### config.mk
export PLATFORM = sky130hd
export DESIGN_NAME = bas_ctrl
export DESIGN_NICKNAME = d
export VERILOG_FILES = /design/src/rtl/bas_pkg.sv /design/src/rtl/bas_ctrl.sv
export SDC_FILE = /design/constraint.sdc
export NUM_CORES = 1
export LEC_CHECK = 0
export ABC_AREA = 1
export BUFFER_PORTS_ARGS = -buffer_cell sky130_fd_sc_hd__buf_2
export CAP_MARGIN = 30
export CORE_AREA = 4 4 41 43
export DETAILED_ROUTE_END_ITERATION = 8
export DIE_AREA = 0 0 45 47
export PLACE_DENSITY = 0.42
export SYNTH_ARGS = -nofsm -noshare
export SYNTH_HDL_FRONTEND = slang
export SYNTH_SLANG_ARGS = --single-unit
### constraint.sdc
create_clock -name clk -period 1 [get_ports clk]
set_input_delay 0.15 -clock clk [delete_from_list [all_inputs] [get_ports clk]]
set_output_delay 0.15 -clock clk [all_outputs]
set_load 0.005 [all_outputs]
### src/rtl/bas_pkg.sv
`timescale 1ns / 1ps

package bas_pkg;

    localparam int TABLE_ENTRIES = 1024;
    localparam int IDX_W         = $clog2(TABLE_ENTRIES);
    localparam int CNT_W         = IDX_W + 1;
    localparam int DATA_W        = 23;

    // Granule rounding: count / 64000 = (count >> 9) / 125,
    // and x / 125 = (x * 8389) >> 20 exactly for x below 2^14.
    localparam int GRANULE_BYTES = 64000;
    localparam int GRAN_SHIFT    = 9;
    localparam int GRAN_RECIP    = 8389;
    localparam int RECIP_SHIFT   = 20;
    localparam int PART_W        = DATA_W - GRAN_SHIFT;
    localparam int RECIP_W       = 14;
    localparam int QUOT_W        = 8;

    localparam logic [DATA_W-1:0] ARENA_RESET = 23'd6553600;

    typedef enum logic [2:0] {
        CMD_ALLOC   = 3'd0,
        CMD_REALLOC = 3'd1,
        CMD_SIZE    = 3'd2,
        CMD_ROUND   = 3'd3,
        CMD_CLEAR   = 3'd4
    } cmd_code_t;

    typedef enum logic [2:0] {
        STS_OK         = 3'd0,
        STS_NO_SPACE   = 3'd1,
        STS_NULL_FAULT = 3'd2,
        STS_NOT_FOUND  = 3'd3,
        STS_TABLE_FULL = 3'd4
    } status_code_t;

    typedef enum logic [2:0] {
        ST_IDLE,
        ST_EXEC,
        ST_SEARCH,
        ST_RND_PROD,
        ST_RND_SUM,
        ST_RND_CHK,
        ST_DONE
    } state_t;

    typedef struct packed {
        logic accept;
        logic exec;
        logic search_run;
        logic rnd_prod;
        logic rnd_sum;
        logic rnd_chk;
        logic load_out;
    } ctrl_cmd_t;

    typedef struct packed {
        cmd_code_t cmd;
        logic      present;
        logic      search_done;
        logic      out_busy;
    } dp_stat_t;

endpackage

### src/rtl/bas_ctrl.sv
`timescale 1ns / 1ps

module bas_ctrl
    import bas_pkg::*;
(
    input  logic      clk,
    input  logic      rst_n,
    input  logic      req_valid,
    output logic      req_ready,
    input  dp_stat_t  stat,
    output ctrl_cmd_t cmd
);

    state_t state_reg;
    state_t state_next;

    always_ff @(posedge clk or negedge rst_n)
    begin
        if (!rst_n)
        begin
            state_reg <= ST_IDLE;
        end
        else
        begin
            state_reg <= state_next;
        end
    end

    // next state
    always_comb
    begin
        state_next = state_reg;
        unique case (state_reg)
            ST_IDLE:
            begin
                if (req_valid)
                begin
                    state_next = ST_EXEC;
                end
            end
            ST_EXEC:
            begin
                priority if (stat.cmd == CMD_SIZE && stat.present)
                begin
                    state_next = ST_SEARCH;
                end
                else if (stat.cmd == CMD_ROUND)
                begin
                    state_next = ST_RND_PROD;
                end
                else
                begin
                    state_next = ST_DONE;
                end
            end
            ST_SEARCH:
            begin
                if (stat.search_done)
                begin
                    state_next = ST_DONE;
                end
            end
            ST_RND_PROD: state_next = ST_RND_SUM;
            ST_RND_SUM:  state_next = ST_RND_CHK;
            ST_RND_CHK:  state_next = ST_DONE;
            ST_DONE:
            begin
                if (!stat.out_busy)
                begin
                    state_next = ST_IDLE;
                end
            end
            default:     state_next = ST_IDLE;
        endcase
    end

    // outputs
    always_comb
    begin
        cmd       = '0;
        req_ready = 1'b0;
        unique case (state_reg)
            ST_IDLE:
            begin
                req_ready  = 1'b1;
                cmd.accept = req_valid;
            end
            ST_EXEC:     cmd.exec       = 1'b1;
            ST_SEARCH:   cmd.search_run = 1'b1;
            ST_RND_PROD: cmd.rnd_prod   = 1'b1;
            ST_RND_SUM:  cmd.rnd_sum    = 1'b1;
            ST_RND_CHK:  cmd.rnd_chk    = 1'b1;
            ST_DONE:     cmd.load_out   = !stat.out_busy;
            default:     cmd            = '0;
        endcase
    end

endmodule

# Word level (Yosys, flattened, before mapping)
# Cells that the tools add are included.
[totals] wordCells=30 in_bits=9 out_inout_bits=8 reg_bits=3
[classes] n_mux=14 reduce_logical=4 eq_ne=11
[ops] op="case mux 3 bit (7 select lines)" count=1
[ops] op="two-way mux 3 bit" count=5
[ops] op="== test 3 x 2 -> 1 bit, second input constant" count=4
[ops] op="== test 3 bit, second input constant" count=3
[ops] op="two-way mux 1 bit" count=8
[ops] op="inequality test 2 bit, second input constant" count=3
[ops] op="== test 3 x 1 -> 1 bit, second input constant" count=1
[ops] op="zero test 3 bit" count=1
[ops] op="AND reduction 3 bit" count=1
[ops] op="logical AND 1 bit" count=1
[ops] op="zero test 1 bit" count=1

# Longest topological paths before layout
[logic_depth] word_depth=4 ltp_mapped=7 depth_no_buf=7

# Least setup slack after synthesis
# No wires, ideal clock.
[synth_timing] kind="register -> register" startpoint="register state_reg[1]" endpoint="register state_reg[2]" path_buffers=0 synth_period_minus_slack_ns=0.975 slack_ns=0.025 arrival_time_ns=0.861 stages_incl_launch_ff=7 setup_ns=0.114 required_time_ns=0.886 path_cell_list="dfrtp_1 > nor2_2 > nand3_2 > nand2_1 > inv_1 > nand2_2 > nor2_2"
[synth_between] elab_chain_cells=3 word_cells_on_any_way=12 cone_classes="9 x eq/ne; 1 x mux; 2 x reduce/logical"
[synth_lines] item="from (decl)" line_no="bas_ctrl.sv:14" source="state_t state_reg;"
[synth_lines] item="from (signal assigned)" line_no="bas_ctrl.sv:25" source="state_reg <= state_next;"
[synth_lines] item="== test 3 x 2 -> 1 bit, or another cell as far along" line_no="bas_ctrl.sv:33" source="unique case (state_reg)"
[synth_lines] item="inequality test 2 bit (no line)"
[synth_lines] item="AND reduction 3 bit (no line)"
# Parallel ways exist; a longest one is shown, timed or not.
# A chain may end at the register's enable or synchronous reset.

==> run_results.csv <==
group,metric,value,unit
yosys,yosysTopAreaCell,"dfrtp_1",
pwr,p_sw,0.582,mW
yosys,synth_most_common_cell,"inv_1",
routing,firstDrtPassIters,4,
floorplan,core,0.00130,mm2
clocking,cts_max_level,1,
finish,fillers,149,
clocking,clock-sinks,3,
floorplan,dieArea,0.00212,mm2
grt,track_usage,0.0791,
timing,finalCritPeriodShare,1.21,
routing,vias_per_cell,4.20,
grt,overflow,0,
yosys,async_flop_share,1.00,
critical_path,end_kind,"primary output",
floorplan,start_util,0.209,
outcome,status,"finished with violations",
clocking,cts_tree,"built",
pwr,pwr-share-clk,0.158,
finish,drive_above_1_share,0.592,
yosys,synth_warnings,0,
clocking,cts_root_buf,"clkbuf_4",
job,maxCapViolations,0,
pwr,p_sw_frac,0.437,
pwr,p_seq_frac,0.242,
routing,drt_iter0_drc,5,
pwr,worst_ir_drop_vdd,0.938,mV
timing,max_clock_freq,827,MHz
yosys,synth_edf_count,0,
critical_path,critical_path.startpoint_type,"register",
routing,routed_wl,726,um
routing,vias,361,
finish,final_nets,81,
yosys,synth_cell_types,11,
routing,antenna_left,0,
clocking,numCtsBuffers,3,
clocking,insertion_delay,0.23,ns
grt,grt_max_degree,8,
critical_path,crit_arrival,1.06,ns
grt,grt_pass1_vias,338,
finish,area_delta_synth_final,74.2,%
hold_path,hp-class,"in2reg",
critical_path,path_class,"reg2out",
floorplan,num_io_pins,17,
finish,largest_register_ffs,3,
yosys,synth.avg_cell_area,6.17,um2
yosys,seq_area_frac_synth,0.276,
pwr,p_comb_frac,0.600,
place,placed_area,385,um2
timing,period_minus_slack,1.21,ns
critical_path,cp.required,0.85,ns
outcome,violations,"setup timing",
timing,rsz0062_at_grt,"true",
yosys,ys.flop_type,"dfrtp_1",
place,port_buffers,16,
timing,timing.hold.ws,0.198,ns
place,gp_congestion,0.695,
place,dpl.hpwl,581,um
pwr,p_int,0.749,mW
timing,finClkSkew,0.00210,ns
critical_path,critPathMaxFanout,6,
routing,drc,0,
timing,finalHoldViolations,0,
pwr,power.static_leakage,0.292,nW
timing,drv_slew,0,
yosys,syn_inst,44,
finish,antenna-diode-count,0,
clocking,clk_pin_slew,0.03,ns
pwr,total_power,1.33,mW
yosys,synth_common_cells,"inv_1 (10), nand2_1 (9), nor2_1 (6)",
finish,final_area,473,um2
timing,tightest_slew,0.172,ns
pwr,power_density,2810,mW/mm2
yosys,syn_area,272,um2
timing,setup_viol,11,
yosys,synth.area.top_cells,"dfrtp_1 (28%), inv_1 (14%), nand2_1 (12%)",
floorplan,dieHeight,47,um
yosys,ys_ff_latch,3,
floorplan,rows,13,
grt,antenna_found_initial,0,
yosys,synth_top_area_frac,0.276,
yosys,synth_fp_nets,53,
timing,slew_headroom,0.885,
routing,wl_per_cell,8.44,um
place,pre_cts_slack,-0.0580,ns
timing,setup_slack,-0.209,ns
floorplan,die_w,45,um
clocking,clockBufferDepth,2,
grt,grt_pass1_wl,1.21,mm
==> stage by stage <==
| step | TNS [ns] | std cells | utilization |
|---|---|---|---|
| after floorplan | 0 | 44 | - |
| after global placement | -0.246 | 77 | 0.296 |
| after detailed placement | -0.122 | 77 | 0.296 |
| after CTS | -1.96 | 86 | 0.360 |
| after global routing | -2.72 | 86 | 0.363 |
| final | -1.82 | 86 | 0.363 |
==> worst paths after layout <==
check                                   from      endpoint  slack (ns)  depth (start not counted)
worst max-delay path            state_reg[1]        cmd[1]       -0.21                          4
worst min-delay path                 stat[3]  state_reg[0]        0.20                          3
worst max register to register  state_reg[1]  state_reg[2]       -0.18                          8
worst min register to register  state_reg[0]  state_reg[1]        0.70                          2
max in group asynchronous              rst_n  state_reg[1]        0.64                          2
min in group asynchronous              rst_n  state_reg[2]        0.24                          2
==> power by group through the flow <==
stage | Sequential (mW) | Combinational (mW) | Clock [mW]
after detailed placement | 0.291 | 0.641 | 0
after CTS | 0.318 | 0.789 | 0.218
after global placement | 0.294 | 0.661 | 0
after floorplan | 0.272 | 0.415 | 0
after global routing | 0.343 | 0.899 | 0.232
final | 0.322 | 0.798 | 0.210
==> layout by cell type (no fill, tap or decap), drive strengths merged <==
| cell type | synthesis | layout |
|---|---|---|
| nand3 | 3 | 3 |
| nor3 | 3 | 3 |
| a31oi | 2 | 2 |
| nand2 | 10 | 10 |
| inv | 12 | 12 |
| buf | 0 | 22 |
| dlygate4sd3 | 0 | 1 |
| dfrtp | 3 | 3 |
| nor2 | 10 | 10 |
| clkbuf | 0 | 4 |
| nand4 | 1 | 1 |
==> cells by family (layout without fill, tap and decap cells) <==
logic type | Yosys count | in the layout | share of synthesized area
AO/OA/AOI/OAI | 2 | 2 | 0.0461
buffers and inverters | 12 | 39 | 0.166
flip-flops | 3 | 3 | 0.276
AND/OR/NAND/NOR | 27 | 27 | 0.512
==> critical path, cell delays in order, from the launching register on <==
cell and delay, ns:
dfrtp_2 0.44, inv_2 0.10, nand2_2 0.07, nor2_1 0.10, buf_2 0.12
==> metal layers <==
| metal | track usage | vias to the layer above | share of wire |
|---|---|---|---|
| met2 | 0.141 | 15 | 0.51 |
| met3 | 0.0383 | 2 | 0.073 |
| met4 | 0.0351 | 0 | 0.017 |
| li1 | - | 189 | - |
| met1 | 0.0776 | 155 | 0.40 |
| met5 | 0 | - | 0 |
==> final cells by class <==
type | count | area [um2] | share of cell area
clock buffer | 4 | 26.3 | 0.0556
inverter | 12 | 45.0 | 0.0952
multi-input combinational | 29 | 169 | 0.357
sequential | 3 | 78.8 | 0.167
tap | 15 | 18.8 | 0.0397
timing repair buffer | 23 | 135 | 0.286
==> what timing repair did <==
action                     CTS  global route
hold buffers                 1             0
buffers inserted             4             0
pin swaps                    4             3
hold endpoints to repair     3             0
resized for setup            6             2
setup endpoints to repair   10            11
(Power assumes the default switching activity.)
